`src/rtl/core/dltq_pkg.sv`:
```
// Shared types, codes and control/status bundles of the delta-list timer queue.
`timescale 1ns / 1ps

package dltq_pkg;

    // Fixed widths of the channel payloads
    localparam int OP_W     = 2;
    localparam int REQ_ID_W = 16;
    localparam int REQ_DLY_W = 16;
    localparam int STATUS_W = 3;
    localparam int RSP_ID_W = 16;
    localparam int RSP_CNT_W = 5;

    typedef enum logic [OP_W-1:0] {
        OP_INSERT = 2'd0,
        OP_REMOVE = 2'd1,
        OP_POP    = 2'd2,
        OP_TICK   = 2'd3
    } t_op;

    typedef enum logic [STATUS_W-1:0] {
        ST_DONE      = 3'd0,
        ST_FULL      = 3'd1,
        ST_MISSING   = 3'd2,
        ST_EXPIRED   = 3'd3,
        ST_NO_EXPIRY = 3'd4
    } t_status;

    typedef enum logic [3:0] {
        S_IDLE,
        S_WALK,
        S_SHUP,
        S_PLACE,
        S_FIND,
        S_SHDN,
        S_TAKEN,
        S_TCHK,
        S_EMIT
    } t_state;

    // Address source for the storage read port
    typedef enum logic [2:0] {
        RD_ZERO,
        RD_POS_NEXT,
        RD_TOP,
        RD_SHUP_NEXT,
        RD_SHDN_NEXT
    } t_rd_sel;

    // Kind of result being staged
    typedef enum logic [2:0] {
        RK_FULL,
        RK_DONE,
        RK_TAKEN,
        RK_MISS,
        RK_NONE,
        RK_EXPIRE
    } t_res_kind;

    typedef struct packed {
        logic      in_ready;
        t_rd_sel   rd_sel;
        logic      walk_step;
        logic      pos_step;
        logic      shup_start;
        logic      shup_step;
        logic      place;
        logic      take_start;
        logic      shdn_step;
        logic      count_dec;
        logic      head_dec;
        logic      res_set;
        t_res_kind res_kind;
        logic      out_load;
    } t_cmd;

    typedef struct packed {
        logic in_valid;
        t_op  in_op;
        t_op  op;
        logic full;
        logic count_zero;
        logic at_end;
        logic walk_more;
        logic hit;
        logic head_big;
        logic shup_last;
        logic shdn_none;
        logic shdn_last;
        logic res_last;
        logic out_free;
    } t_sts;

endpackage

```
`src/rtl/core/dltq_req_if.sv`:
```
// Request channel: operation, entry id and delay with valid/ready.
`timescale 1ns / 1ps

interface dltq_req_if;
    import dltq_pkg::*;

    logic                 valid;
    logic                 ready;
    logic [OP_W-1:0]      operation;
    logic [REQ_ID_W-1:0]  entry_id;
    logic [REQ_DLY_W-1:0] delay;

    modport source (output valid, output operation, output entry_id, output delay,
                    input ready);
    modport sink   (input valid, input operation, input entry_id, input delay,
                    output ready);
endinterface

```
`src/rtl/core/dltq_rsp_if.sv`:
```
// Response channel: status, id, entry count and last marker with valid/ready.
`timescale 1ns / 1ps

interface dltq_rsp_if;
    import dltq_pkg::*;

    logic                 valid;
    logic                 ready;
    logic [STATUS_W-1:0]  status;
    logic [RSP_ID_W-1:0]  result_id;
    logic [RSP_CNT_W-1:0] entry_count;
    logic                 last;

    modport source (output valid, output status, output result_id, output entry_count,
                    output last, input ready);
    modport sink   (input valid, input status, input result_id, input entry_count,
                    input last, output ready);
endinterface

```
`src/rtl/core/dltq_ctrl.sv`:
```
// Sequencing state machine of the delta-list timer queue.
`timescale 1ns / 1ps

module dltq_ctrl (
    input  logic          i_clk,
    input  logic          i_rst_n,
    input  dltq_pkg::t_sts i_sts,
    output dltq_pkg::t_cmd o_cmd
);
    import dltq_pkg::*;

    t_state r_state;
    t_state n_state;

    // State register
    always_ff @(posedge i_clk) begin
        if (!i_rst_n) begin
            r_state <= S_IDLE;
        end else begin
            r_state <= n_state;
        end
    end

    // Next state
    always_comb begin
        n_state = r_state;
        unique case (r_state)
            S_IDLE: begin
                if (i_sts.in_valid) begin
                    if (i_sts.in_op == OP_INSERT) begin
                        n_state = i_sts.full ? S_EMIT : S_WALK;
                    end else begin
                        n_state = S_FIND;
                    end
                end
            end
            S_WALK: begin
                if (i_sts.at_end) begin
                    n_state = S_PLACE;
                end else if (!i_sts.walk_more) begin
                    n_state = S_SHUP;
                end
            end
            S_SHUP: begin
                if (i_sts.shup_last) begin
                    n_state = S_PLACE;
                end
            end
            S_PLACE: n_state = S_EMIT;
            S_FIND: begin
                if (i_sts.op == OP_TICK) begin
                    if (i_sts.count_zero || i_sts.head_big) begin
                        n_state = S_EMIT;
                    end else begin
                        n_state = i_sts.shdn_none ? S_TAKEN : S_SHDN;
                    end
                end else if (i_sts.at_end) begin
                    n_state = S_EMIT;
                end else if (i_sts.hit) begin
                    n_state = i_sts.shdn_none ? S_TAKEN : S_SHDN;
                end
            end
            S_SHDN: begin
                if (i_sts.shdn_last) begin
                    n_state = S_TAKEN;
                end
            end
            S_TAKEN: n_state = (i_sts.op == OP_TICK) ? S_TCHK : S_EMIT;
            S_TCHK:  n_state = S_EMIT;
            S_EMIT: begin
                if (i_sts.out_free) begin
                    n_state = i_sts.res_last ? S_IDLE : S_FIND;
                end
            end
            default: n_state = S_IDLE;
        endcase
    end

    // Commands to the datapath
    always_comb begin
        o_cmd          = '0;
        o_cmd.rd_sel   = RD_ZERO;
        o_cmd.res_kind = RK_DONE;
        unique case (r_state)
            S_IDLE: begin
                o_cmd.in_ready = 1'b1;
                if (i_sts.in_valid && i_sts.in_op == OP_INSERT && i_sts.full) begin
                    o_cmd.res_set  = 1'b1;
                    o_cmd.res_kind = RK_FULL;
                end
            end
            S_WALK: begin
                if (!i_sts.at_end) begin
                    if (i_sts.walk_more) begin
                        o_cmd.walk_step = 1'b1;
                        o_cmd.rd_sel    = RD_POS_NEXT;
                    end else begin
                        o_cmd.shup_start = 1'b1;
                        o_cmd.rd_sel     = RD_TOP;
                    end
                end
            end
            S_SHUP: begin
                o_cmd.shup_step = 1'b1;
                o_cmd.rd_sel    = RD_SHUP_NEXT;
            end
            S_PLACE: begin
                o_cmd.place    = 1'b1;
                o_cmd.res_set  = 1'b1;
                o_cmd.res_kind = RK_DONE;
            end
            S_FIND: begin
                o_cmd.rd_sel = RD_POS_NEXT;
                if (i_sts.op == OP_TICK) begin
                    if (i_sts.count_zero) begin
                        o_cmd.res_set  = 1'b1;
                        o_cmd.res_kind = RK_NONE;
                    end else if (i_sts.head_big) begin
                        o_cmd.head_dec = 1'b1;
                        o_cmd.res_set  = 1'b1;
                        o_cmd.res_kind = RK_NONE;
                    end else begin
                        o_cmd.take_start = 1'b1;
                    end
                end else if (i_sts.at_end) begin
                    o_cmd.res_set  = 1'b1;
                    o_cmd.res_kind = RK_MISS;
                end else if (i_sts.hit) begin
                    o_cmd.take_start = 1'b1;
                end else begin
                    o_cmd.pos_step = 1'b1;
                end
            end
            S_SHDN: begin
                o_cmd.shdn_step = 1'b1;
                o_cmd.rd_sel    = RD_SHDN_NEXT;
            end
            S_TAKEN: begin
                o_cmd.count_dec = 1'b1;
                if (i_sts.op != OP_TICK) begin
                    o_cmd.res_set  = 1'b1;
                    o_cmd.res_kind = RK_TAKEN;
                end
            end
            S_TCHK: begin
                o_cmd.res_set  = 1'b1;
                o_cmd.res_kind = RK_EXPIRE;
            end
            S_EMIT: begin
                o_cmd.out_load = i_sts.out_free;
            end
            default: begin
                o_cmd.rd_sel = RD_ZERO;
            end
        endcase
    end

endmodule

```
`src/rtl/core/dltq_dp.sv`:
```
// Datapath: entry storage, walk registers, result staging and output register.
`timescale 1ns / 1ps

module dltq_dp #(
    parameter int DEPTH     = 16,
    parameter int ID_BITS   = 16,
    parameter int TIME_BITS = 16
) (
    input  logic           i_clk,
    input  logic           i_rst_n,
    dltq_req_if.sink       i_req,
    dltq_rsp_if.source     o_rsp,
    input  dltq_pkg::t_cmd i_cmd,
    output dltq_pkg::t_sts o_sts
);
    import dltq_pkg::*;

    localparam int AW = $clog2(DEPTH);
    localparam int CW = $clog2(DEPTH + 1);
    localparam int WW = ID_BITS + TIME_BITS;

    // Entry storage: id in the upper bits, delta in the lower bits
    logic [WW-1:0] r_mem [DEPTH];
    logic [WW-1:0] r_rd;
    logic [AW-1:0] rd_addr;
    logic          wr_en;
    logic [AW-1:0] wr_addr;
    logic [WW-1:0] wr_data;

    logic [ID_BITS-1:0]   rd_id;
    logic [TIME_BITS-1:0] rd_delta;

    // Working registers
    t_op                  r_op;
    logic [ID_BITS-1:0]   r_id;
    logic [TIME_BITS-1:0] r_rem;
    logic [CW-1:0]        r_pos;
    logic [CW-1:0]        r_idx;
    logic [CW-1:0]        r_count;
    logic [ID_BITS-1:0]   r_got;
    logic [TIME_BITS-1:0] r_carry;

    // Staged result and output register
    t_status              r_res_status;
    logic [ID_BITS-1:0]   r_res_id;
    logic                 r_res_last;
    logic                 r_out_valid;
    t_status              r_out_status;
    logic [RSP_ID_W-1:0]  r_out_id;
    logic [RSP_CNT_W-1:0] r_out_count;
    logic                 r_out_last;

    logic [CW-1:0] pos_inc;
    logic [CW-1:0] cnt_dec;
    logic [CW-1:0] idx_m1;
    logic [CW-1:0] idx_m2;
    logic [CW-1:0] idx_p2;
    logic          in_beat;
    logic          out_free;

    assign rd_id    = r_rd[WW-1:TIME_BITS];
    assign rd_delta = r_rd[TIME_BITS-1:0];
    assign pos_inc  = r_pos + CW'(1);
    assign cnt_dec  = r_count - CW'(1);
    assign idx_m1   = r_idx - CW'(1);
    assign idx_m2   = r_idx - CW'(2);
    assign idx_p2   = r_idx + CW'(2);
    assign in_beat  = i_req.valid && i_cmd.in_ready;
    assign out_free = !r_out_valid || o_rsp.ready;

    // Read address select
    always_comb begin
        case (i_cmd.rd_sel)
            RD_POS_NEXT:  rd_addr = pos_inc[AW-1:0];
            RD_TOP:       rd_addr = cnt_dec[AW-1:0];
            RD_SHUP_NEXT: rd_addr = idx_m2[AW-1:0];
            RD_SHDN_NEXT: rd_addr = idx_p2[AW-1:0];
            default:      rd_addr = '0;
        endcase
    end

    // Write port select: at most one write command per cycle
    always_comb begin
        wr_en   = 1'b0;
        wr_addr = r_idx[AW-1:0];
        wr_data = r_rd;
        if (i_cmd.shup_step) begin
            wr_en   = 1'b1;
            wr_addr = r_idx[AW-1:0];
            wr_data = {rd_id, (idx_m1 == r_pos) ? rd_delta - r_rem : rd_delta};
        end else if (i_cmd.place) begin
            wr_en   = 1'b1;
            wr_addr = r_pos[AW-1:0];
            wr_data = {r_id, r_rem};
        end else if (i_cmd.shdn_step) begin
            wr_en   = 1'b1;
            wr_addr = r_idx[AW-1:0];
            wr_data = {rd_id, (r_idx == r_pos) ? rd_delta + r_carry : rd_delta};
        end else if (i_cmd.head_dec) begin
            wr_en   = 1'b1;
            wr_addr = '0;
            wr_data = {rd_id, rd_delta - TIME_BITS'(1)};
        end
    end

    // Storage array, registered read
    always_ff @(posedge i_clk) begin
        if (wr_en) begin
            r_mem[wr_addr] <= wr_data;
        end
        r_rd <= r_mem[rd_addr];
    end

    // Operation registers and walk pointers
    always_ff @(posedge i_clk) begin
        if (in_beat) begin
            r_op  <= t_op'(i_req.operation);
            r_id  <= ID_BITS'(i_req.entry_id);
            r_rem <= TIME_BITS'(i_req.delay);
            r_pos <= '0;
        end else if (i_cmd.walk_step) begin
            r_rem <= r_rem - rd_delta;
            r_pos <= pos_inc;
        end else if (i_cmd.pos_step) begin
            r_pos <= pos_inc;
        end

        if (i_cmd.shup_start) begin
            r_idx <= r_count;
        end else if (i_cmd.shup_step) begin
            r_idx <= idx_m1;
        end else if (i_cmd.take_start) begin
            r_idx <= r_pos;
        end else if (i_cmd.shdn_step) begin
            r_idx <= r_idx + CW'(1);
        end

        // A released head passes on no wait; a removed entry passes on its delta
        if (i_cmd.take_start) begin
            r_got   <= rd_id;
            r_carry <= (r_op == OP_TICK) ? '0 : rd_delta;
        end
    end

    // Entry count
    always_ff @(posedge i_clk) begin
        if (!i_rst_n) begin
            r_count <= '0;
        end else if (i_cmd.place) begin
            r_count <= r_count + CW'(1);
        end else if (i_cmd.count_dec) begin
            r_count <= cnt_dec;
        end
    end

    // Result staging
    always_ff @(posedge i_clk) begin
        if (i_cmd.res_set) begin
            case (i_cmd.res_kind)
                RK_FULL: begin
                    r_res_status <= ST_FULL;
                    r_res_id     <= '0;
                    r_res_last   <= 1'b1;
                end
                RK_TAKEN: begin
                    r_res_status <= ST_DONE;
                    r_res_id     <= r_got;
                    r_res_last   <= 1'b1;
                end
                RK_MISS: begin
                    r_res_status <= ST_MISSING;
                    r_res_id     <= '0;
                    r_res_last   <= 1'b1;
                end
                RK_NONE: begin
                    r_res_status <= ST_NO_EXPIRY;
                    r_res_id     <= '0;
                    r_res_last   <= 1'b1;
                end
                RK_EXPIRE: begin
                    r_res_status <= ST_EXPIRED;
                    r_res_id     <= r_got;
                    r_res_last   <= (r_count == '0) || (rd_delta != '0);
                end
                default: begin
                    r_res_status <= ST_DONE;
                    r_res_id     <= '0;
                    r_res_last   <= 1'b1;
                end
            endcase
        end
    end

    // Output register
    always_ff @(posedge i_clk) begin
        if (!i_rst_n) begin
            r_out_valid <= 1'b0;
        end else if (i_cmd.out_load) begin
            r_out_valid <= 1'b1;
        end else if (o_rsp.ready) begin
            r_out_valid <= 1'b0;
        end
        if (i_cmd.out_load) begin
            r_out_status <= r_res_status;
            r_out_id     <= RSP_ID_W'(r_res_id);
            r_out_count  <= RSP_CNT_W'(r_count);
            r_out_last   <= r_res_last;
        end
    end

    assign i_req.ready       = i_cmd.in_ready;
    assign o_rsp.valid       = r_out_valid;
    assign o_rsp.status      = r_out_status;
    assign o_rsp.result_id   = r_out_id;
    assign o_rsp.entry_count = r_out_count;
    assign o_rsp.last        = r_out_last;

    // Status to the controller
    always_comb begin
        o_sts.in_valid   = i_req.valid;
        o_sts.in_op      = t_op'(i_req.operation);
        o_sts.op         = r_op;
        o_sts.full       = (r_count >= CW'(DEPTH));
        o_sts.count_zero = (r_count == '0);
        o_sts.at_end     = (r_pos >= r_count);
        o_sts.walk_more  = (r_rem > rd_delta);
        o_sts.hit        = (r_op != OP_REMOVE) || (rd_id == r_id);
        o_sts.head_big   = (rd_delta > TIME_BITS'(1));
        o_sts.shup_last  = (idx_m1 == r_pos);
        o_sts.shdn_none  = (pos_inc == r_count);
        o_sts.shdn_last  = (idx_p2 == r_count);
        o_sts.res_last   = r_res_last;
        o_sts.out_free   = out_free;
    end

endmodule

```
`src/rtl/core/delta_list_timer_queue.sv`:
```
// Delta-list timer queue top level: controller plus datapath.
// Per beat: an insert walks one entry a cycle, then shifts up; a full insert is rejected;
// remove and pop search, then shift the later entries down and unlink the entry found.
// A tick releases the expired heads one after another, or else reports that none expired.
// Throughput: one request at a time; the next beat is taken the cycle after the last
// result enters the output register, which waits while a held result is not taken.
// Reset: synchronous; clears the entry count, state and output valid.
`timescale 1ns / 1ps

module delta_list_timer_queue #(
    parameter int DEPTH     = 16,
    parameter int ID_BITS   = 16,
    parameter int TIME_BITS = 16
) (
    input  logic       i_clk,
    input  logic       i_rst_n,
    dltq_req_if.sink   i_req,
    dltq_rsp_if.source o_rsp
);
    import dltq_pkg::*;

    t_cmd cmd;
    t_sts sts;

    // Sequencer
    dltq_ctrl u_ctrl (
        .i_clk   (i_clk),
        .i_rst_n (i_rst_n),
        .i_sts   (sts),
        .o_cmd   (cmd)
    );

    // Storage and arithmetic
    dltq_dp #(
        .DEPTH     (DEPTH),
        .ID_BITS   (ID_BITS),
        .TIME_BITS (TIME_BITS)
    ) u_dp (
        .i_clk   (i_clk),
        .i_rst_n (i_rst_n),
        .i_req   (i_req),
        .o_rsp   (o_rsp),
        .i_cmd   (cmd),
        .o_sts   (sts)
    );

endmodule

```
`src/flat_wrapper.sv`:
```
// flat-port wrapper written by rule: the top's interface ports become plain ports
module delta_list_timer_queue_flat import dltq_pkg::*;
#(
    parameter int DEPTH     = 16,
    parameter int ID_BITS   = 16,
    parameter int TIME_BITS = 16
)
  (i_clk, i_rst_n, i_req_valid, i_req_operation, i_req_entry_id, i_req_delay, i_req_ready, o_rsp_valid, o_rsp_status, o_rsp_result_id, o_rsp_entry_count, o_rsp_last, o_rsp_ready);
  dltq_req_if i_req_i ();
  dltq_rsp_if o_rsp_i ();
  input  logic i_clk;
  input  logic i_rst_n;
  input wire logic [$bits(i_req_i.valid)-1:0] i_req_valid;
  input wire logic [$bits(i_req_i.operation)-1:0] i_req_operation;
  input wire logic [$bits(i_req_i.entry_id)-1:0] i_req_entry_id;
  input wire logic [$bits(i_req_i.delay)-1:0] i_req_delay;
  output wire logic [$bits(i_req_i.ready)-1:0] i_req_ready;
  output wire logic [$bits(o_rsp_i.valid)-1:0] o_rsp_valid;
  output wire logic [$bits(o_rsp_i.status)-1:0] o_rsp_status;
  output wire logic [$bits(o_rsp_i.result_id)-1:0] o_rsp_result_id;
  output wire logic [$bits(o_rsp_i.entry_count)-1:0] o_rsp_entry_count;
  output wire logic [$bits(o_rsp_i.last)-1:0] o_rsp_last;
  input wire logic [$bits(o_rsp_i.ready)-1:0] o_rsp_ready;
  assign i_req_i.valid = i_req_valid;
  assign i_req_i.operation = i_req_operation;
  assign i_req_i.entry_id = i_req_entry_id;
  assign i_req_i.delay = i_req_delay;
  assign i_req_ready = i_req_i.ready;
  assign o_rsp_valid = o_rsp_i.valid;
  assign o_rsp_status = o_rsp_i.status;
  assign o_rsp_result_id = o_rsp_i.result_id;
  assign o_rsp_entry_count = o_rsp_i.entry_count;
  assign o_rsp_last = o_rsp_i.last;
  assign o_rsp_i.ready = o_rsp_ready;
  delta_list_timer_queue #(.DEPTH(DEPTH), .ID_BITS(ID_BITS), .TIME_BITS(TIME_BITS)) u_core (.i_clk(i_clk), .i_rst_n(i_rst_n), .i_req(i_req_i), .o_rsp(o_rsp_i));
endmodule
```
`config.mk`:
```
export PLATFORM = sky130hd
export DESIGN_NAME = delta_list_timer_queue_flat
export DESIGN_NICKNAME = d
export VERILOG_FILES = /design/src/rtl/core/dltq_pkg.sv /design/src/rtl/core/dltq_req_if.sv /design/src/rtl/core/dltq_rsp_if.sv /design/src/rtl/core/dltq_ctrl.sv /design/src/rtl/core/dltq_dp.sv /design/src/rtl/core/delta_list_timer_queue.sv /design/src/flat_wrapper.sv
export SDC_FILE = /design/constraint.sdc
export NUM_CORES = 1
export LEC_CHECK = 0
export BUFFER_PORTS_ARGS = -buffer_cell sky130_fd_sc_hd__buf_2
export CAP_MARGIN = 40
export CORE_ASPECT_RATIO = 1.5
export CORE_MARGIN = 5
export CORE_UTILIZATION = 30
export DETAILED_ROUTE_END_ITERATION = 16
export GPL_TIMING_DRIVEN = 1
export PLACE_DENSITY = 0.43
export SKIP_CTS_REPAIR_TIMING = 1
export SLEW_MARGIN = 25
export SYNTH_ARGS = -nofsm -noshare
export SYNTH_HDL_FRONTEND = slang
export SYNTH_SLANG_ARGS = --single-unit
```
`constraint.sdc`:
```
create_clock -name i_clk -period 5.8 [get_ports i_clk]
set_clock_uncertainty 0.1 [all_clocks]
set_input_delay 0.58 -clock i_clk [delete_from_list [all_inputs] [get_ports i_clk]]
set_output_delay 0.58 -clock i_clk [all_outputs]
set_load 0.005 [all_outputs]
```
==> flow_summary.yaml, run 1 <==
clock_tree:
  numCtsBuffers: 68
  cts_max_path_buffers: 3
  cts_max_level: 3
  cts_tree: "built"
  cts.sinks: 675
  insertion_delay_ns: 0.64
  clk_pin_slew_ns: 0.06
  cts_root_buffer: "clkbuf_16"
logic_synthesis:
  synth-seq-area-share_pct: 65.8
  synth_warnings: 0
  synth_xor_area_share_pct: 2.68
  ys_types: 85
  synth_compound_area_share_pct: 11.9
  netlist.area_leader.share_pct: 62.6
  synthSimpleGateAreaFrac_pct: 10.3
  syn_nets: 2358
  ys_ff_latch: 675
  syn_inst: 2256
  synthAdderAreaFrac_pct: 2.73
  synth_top_family_by_area: "compound AO/OA/AOI/OAI gates"
  avgSynthCellArea_um2: 13.3
  synthesis.area_mm2: 0.0301
  synth_mux_area_share_pct: 3.64
  async_flop_share_pct: 0
  synth_top_cell_by_area: "edfxtp_1"
  synth_area_leaders: "edfxtp_1 63%, nand2_1 4.1%, mux2i_1 3.5%, dfxtp_1 3.1%, nor2_1 2.5%"
  synthFlopType: "edfxtp_1"
  synth_edf_count: 628
setup_path:
  worstPathCellList: "inv_1 -> ha_1 -> nand4_2 -> nor4_2 -> or3_1 -> o21a_1 -> nand4_1 -> and3_4 -> nor2_4 -> buf_4 -> a222oi_1 -> a221oi_1"
  path_buf_inv: 2
  cp-start-kind: "flip-flop"
  critPathMaxStageDelay_ns: 0.59
  arrival_ns: 5.26
  path_class: "flip-flop to flip-flop"
  cp-end-kind: "flip-flop"
  cp_top_family: "simple AND/OR/NAND/NOR gates"
  required_ns: 6.17
  crit_slowest_cell: "dfxtp_1"
  critPathMaxFanout: 36
timing:
  tightest_slew_ns: 0.812
  rsz0062_at_grt: "false"
  hold_viol: 0
  whs_ns: 0.0266
  slew_violations: 0
  final.min_clock_period_ns: 4.88
  timing.final.ws_setup_ns: 0.919
  setup_viol: 0
  fin_setup_tns_ns: 0
  relSlewSlack_pct: 45.6
  min_period_over_period_pct: 84.2
  fmax_mhz: 205
pwr:
  leakagePower_uw: 0.0121
  pwr_density_cell_mw_per_mm2: 615
  power_uw: 21500
  ir_drop_v: 0.000412
floorplanning:
  die_h_um: 398
  start_util_pct: 30.2
  io_pins: 65
  coreArea_mm2: 0.0999
  die_area_mm2: 0.107
  core.rowCount: 142
  die_w_um: 269
cells_and_area:
  final_common_cell: "edfxtp_1"
  syn2layout_area_growth_pct: 15.9
  num-nets-final: 2460
  final_cells: 3709
  n_antenna_cell: 0
  drive_above_1_share_pct: 16.3
  nFillCells: 9677
  most-common-layout-cells: "628 x edfxtp_1, 332 x nand2_1, 187 x nor2_1"
detailed_routing:
  vias_per_cell: 5.06
  wl_per_cell_um: 24.0
  drt_iter0_markers: 1411
  drc: 0
  wl_um: 89200
  firstDrtPassIters: 8
  via_count: 18800
  drtAntennaViolNets: 0
min_path:
  hp-class: "input port to flip-flop"
placed_design:
  place_ws_ns: 0.844
  place.gp.congestion: 0.847
  dpl.hpwl_um: 56700
  port_buffers: 64
  placed_cells: 3566
global_route:
  antenna_found_initial: 1
  grt_overflow_total: 0
  grt_pass1_wl_um: 130000
  grt.total_usage_pct: 16.4
  grt_max_degree: 98
  grt_pass1_vias: 19100
run:
  drv_cap: 0
status:
  status: "completed"
-- per-layer routing --
| metal | vias up | wire [µm] | GRT usage [%] |
|---|---|---|---|
| met3 | 155 | 3740 | 2.37 |
| li1 | 8689 | - | - |
| met4 | 0 | 3280 | 6.33 |
| met1 | 9424 | 36400 | 20.1 |
| met5 | - | 0 | 0 |
| met2 | 517 | 45700 | 29.2 |
-- cell families after synthesis --
group / Yosys count
and+or+nand+nor: 704
DFF: 675
AOI/OAI and AO/OA: 429
xor gates and xnor gates: 92
muxes: 108
buffers and inverters: 184
adders and majority gates: 64
-- Yosys cell counts (22+ instances only) --
cell	n
o211ai_2	30
nor2_1	204
o21ai_0	49
edfxtp_1	628
and2_1	22
xnor2_1	47
nor3_1	27
a221oi_2	30
inv_1	52
a222oi_1	64
a21oi_1	97
ha_1	61
nand3_1	23
dfxtp_1	47
xor2_1	45
clkbuf_1	55
buf_2	53
a22oi_2	30
mux2i_1	105
nand2_1	332
-- power by group --
group	internal [µW]	switching (µW)	total [µW]
Sequential	6880	589	7470
Clock	2730	1930	4660
Combinational	3230	6100	9330
Total	12800	8620	21500
-- registers in the layout, indices dropped and copies added, names as in the netlist --
register and count:
u_core.u_dp.r_mem 512, u_core.u_dp.r_rd 32, u_core.u_dp.o_rsp.result_id 16, u_core.u_dp.r_carry 16
u_core.u_dp.r_got 16, u_core.u_dp.r_id 16, u_core.u_dp.r_rem 16, u_core.u_dp.r_res_id 16
u_core.u_dp.o_rsp.entry_count 5, u_core.u_dp.r_count 5, u_core.u_dp.r_idx 5, u_core.u_dp.r_pos 5
u_core.u_ctrl.r_state 4, u_core.u_dp.o_rsp.status 3, u_core.u_dp.r_res_status 3, u_core.u_dp.r_op 2
u_core.u_dp.o_rsp.last 1, u_core.u_dp.o_rsp.valid 1, u_core.u_dp.r_res_last 1
-- final timing paths --
path | start | end | slack [ns] | depth (start not counted)
hold / removal | i_req_entry_id[15] | u_core.u_dp.r_id[15] | 0.03 | 1
setup / recovery | u_core.u_dp.r_rd[12] | u_core.u_dp.r_rd[0] | 0.92 | 12
setup reg to reg | u_core.u_dp.r_rd[12] | u_core.u_dp.r_rd[0] | 0.92 | 12
hold reg to reg | u_core.u_dp.r_res_id[0] | u_core.u_dp.o_rsp.result_id[0] | 0.32 | 0
-- metrics by stage --
step | util (%) | instance area (µm²)
2_1_floorplan | - | 30100
3_3_place_gp | 32.3 | 32200
3_5_place_dp | 32.4 | 32300
4_1_cts | 34.7 | 34700
5_1_grt | 34.9 | 34900
6_report | 34.9 | 34900
-- layout make-up --
cell class              instances  area (µm²)  share of cell area (%)
multi-input cells            1397        9600                    27.5
inverters                      52         195                   0.559
flip-flops and latches        675       19800                    56.7
well taps                    1296        1620                    4.65
clock inverters                37         463                    1.33
repair buffers                164        1320                    3.79
clock buffers                  88        1890                    5.42
No activity file was read; power rests on OpenSTA's default activity.
==> run 2, diff against run 1 <==
==> constraint.sdc (replaced) <==
create_clock -name i_clk -period 5.1 [get_ports i_clk]
set_clock_uncertainty 0.1 [all_clocks]
set_input_delay 0.51 -clock i_clk [delete_from_list [all_inputs] [get_ports i_clk]]
set_output_delay 0.51 -clock i_clk [all_outputs]
set_load 0.005 [all_outputs]
==> flow_summary.yaml, run 2 (same netlist as run 1, synthesis figures left out) <==
timing:
  min_period_over_period_pct: 95.8
  final.min_clock_period_ns: 4.88
  setup_viol: 0
  slew_violations: 0
  hold_viol: 0
  rsz0062_at_grt: "false"
  relSlewSlack_pct: 40.0
  fmax_mhz: 205
  fin_setup_tns_ns: 0
  tightest_slew_ns: 0.897
placed_design:
  place.gp.congestion: 0.846
  port_buffers: 64
  dpl.hpwl_um: 56700
global_route:
  grt_overflow_total: 0
  grt_pass1_vias: 19100
  grt.total_usage_pct: 16.3
  grt_pass1_wl_um: 129000
  grt_max_degree: 85
  antenna_found_initial: 2
pwr:
  leakagePower_uw: 0.0121
  ir_drop_v: 0.000805
  pwr_density_cell_mw_per_mm2: 688
  power_uw: 24100
detailed_routing:
  wl_per_cell_um: 23.7
  vias_per_cell: 5.02
  firstDrtPassIters: 7
  wl_um: 88400
  drtAntennaViolNets: 0
  drt_iter0_markers: 1292
  via_count: 18700
  drc: 0
setup_path:
  r2r_cells: 12
  critPathMaxFanout: 18
  rr_endpoint: "u_core.u_dp.r_rd[15]"
  path_class: "flip-flop to flip-flop"
  startpoint: "u_core.u_dp.r_rd[9]"
  r2r_slack_ns: 0.22
  arrival_ns: 5.27
  r2r_start: "u_core.u_dp.r_rd[9]"
  cp-end-kind: "flip-flop"
  crit_path_end: "u_core.u_dp.r_rd[15]"
  cp-start-kind: "flip-flop"
  required_ns: 5.48
clock_tree:
  cts_tree: "built"
  cts_root_buffer: "clkbuf_16"
  cts_max_level: 3
  cts_max_path_buffers: 3
  cts.sinks: 675
  insertion_delay_ns: 0.64
  clk_pin_slew_ns: 0.06
  numCtsBuffers: 67
cells_and_area:
  final_common_cell: "edfxtp_1"
  syn2layout_area_growth_pct: 16.2
  num-nets-final: 2485
  largest_register: "u_core.u_dp.r_mem"
  most-common-layout-cells: "628 x edfxtp_1, 332 x nand2_1, 187 x nor2_1"
  reg.largest.list: "u_core.u_dp.r_mem (512), u_core.u_dp.r_rd (32)"
  drive_above_1_share_pct: 16.4
  largest_reg_flops: 512
  n_antenna_cell: 0
  nFillCells: 9732
floorplanning:
  die_area_mm2: 0.107
  die_h_um: 398
  start_util_pct: 30.2
  core.rowCount: 142
  coreArea_mm2: 0.0999
  io_pins: 65
  die_w_um: 269
status:
  status: "completed"
run:
  drv_cap: 0
min_path:
  hp-class: "input port to flip-flop"
## run 2: worst min-delay path by stage
stage                                                 to  slack, ns                        start  depth (start not counted)
final                              u_core.u_dp.r_rem[10]       0.06              i_req_delay[10]                          3
after CTS                           u_core.u_dp.r_id[12]      -0.12           i_req_entry_id[12]                          1
after global routing                u_core.u_dp.r_rem[3]       0.05               i_req_delay[3]                          3
after floorplan           u_core.u_dp.o_rsp.result_id[0]       0.30      u_core.u_dp.r_res_id[0]                          0
after global placement       u_core.u_dp.o_rsp.status[1]       0.31  u_core.u_dp.r_res_status[1]                          0
after detailed placement  u_core.u_dp.o_rsp.result_id[7]       0.31      u_core.u_dp.r_res_id[7]                          0
## run 2: stage by stage
step	hold WS (ns)	cell area [µm²]	util [%]	std cells	worst slack, ns
floorplan	0.300	30100	-	2256	0.889
global placement	0.310	32500	32.6	3580	0.348
detailed placement	0.306	32600	32.7	3590	0.316
CTS	-0.117	34800	34.8	3711	0.283
global route	0.0525	35000	35.0	3731	0.0393
finish	0.0633	35000	35.0	3731	0.217
## run 2: layer usage
metal / wire length (µm) / global-route usage, %
met2: 45600 / 29.1
met1: 35700 / 19.7
met5: 15 / 0
met4: 3290 / 6.43
met3: 3740 / 2.46
## run 2: final cells by class
cell class | count | area [µm²] | area share (%)
repair buffers | 190 | 1600 | 4.58
inverters | 52 | 195 | 0.558
clock inverters | 34 | 358 | 1.02
clock buffers | 87 | 1800 | 5.16
well taps | 1296 | 1620 | 4.64
multi-input cells | 1397 | 9600 | 27.4
flip-flops and latches | 675 | 19800 | 56.6
## run 2: critical path, stage by stage (launching register included)
cell	delay, ns
dfxtp_1	0.51
inv_1	0.15
ha_1	0.51
nand4_1	0.30
nor4_2	0.47
or3_1	0.19
o21a_1	0.30
a31oi_1	0.13
a211o_2	0.45
nor2_4	0.55
buf_4	0.40
a222oi_1	0.18
a221oi_2	0.49
## run 2: power breakdown
part / total, µW / internal (µW) / switching (µW) / leakage (µW)
clock: 4970 / 2820 / 2150 / 0.00104
sequential: 8410 / 7820 / 586 / 0.00604
combinational: 10700 / 3750 / 6940 / 0.00503
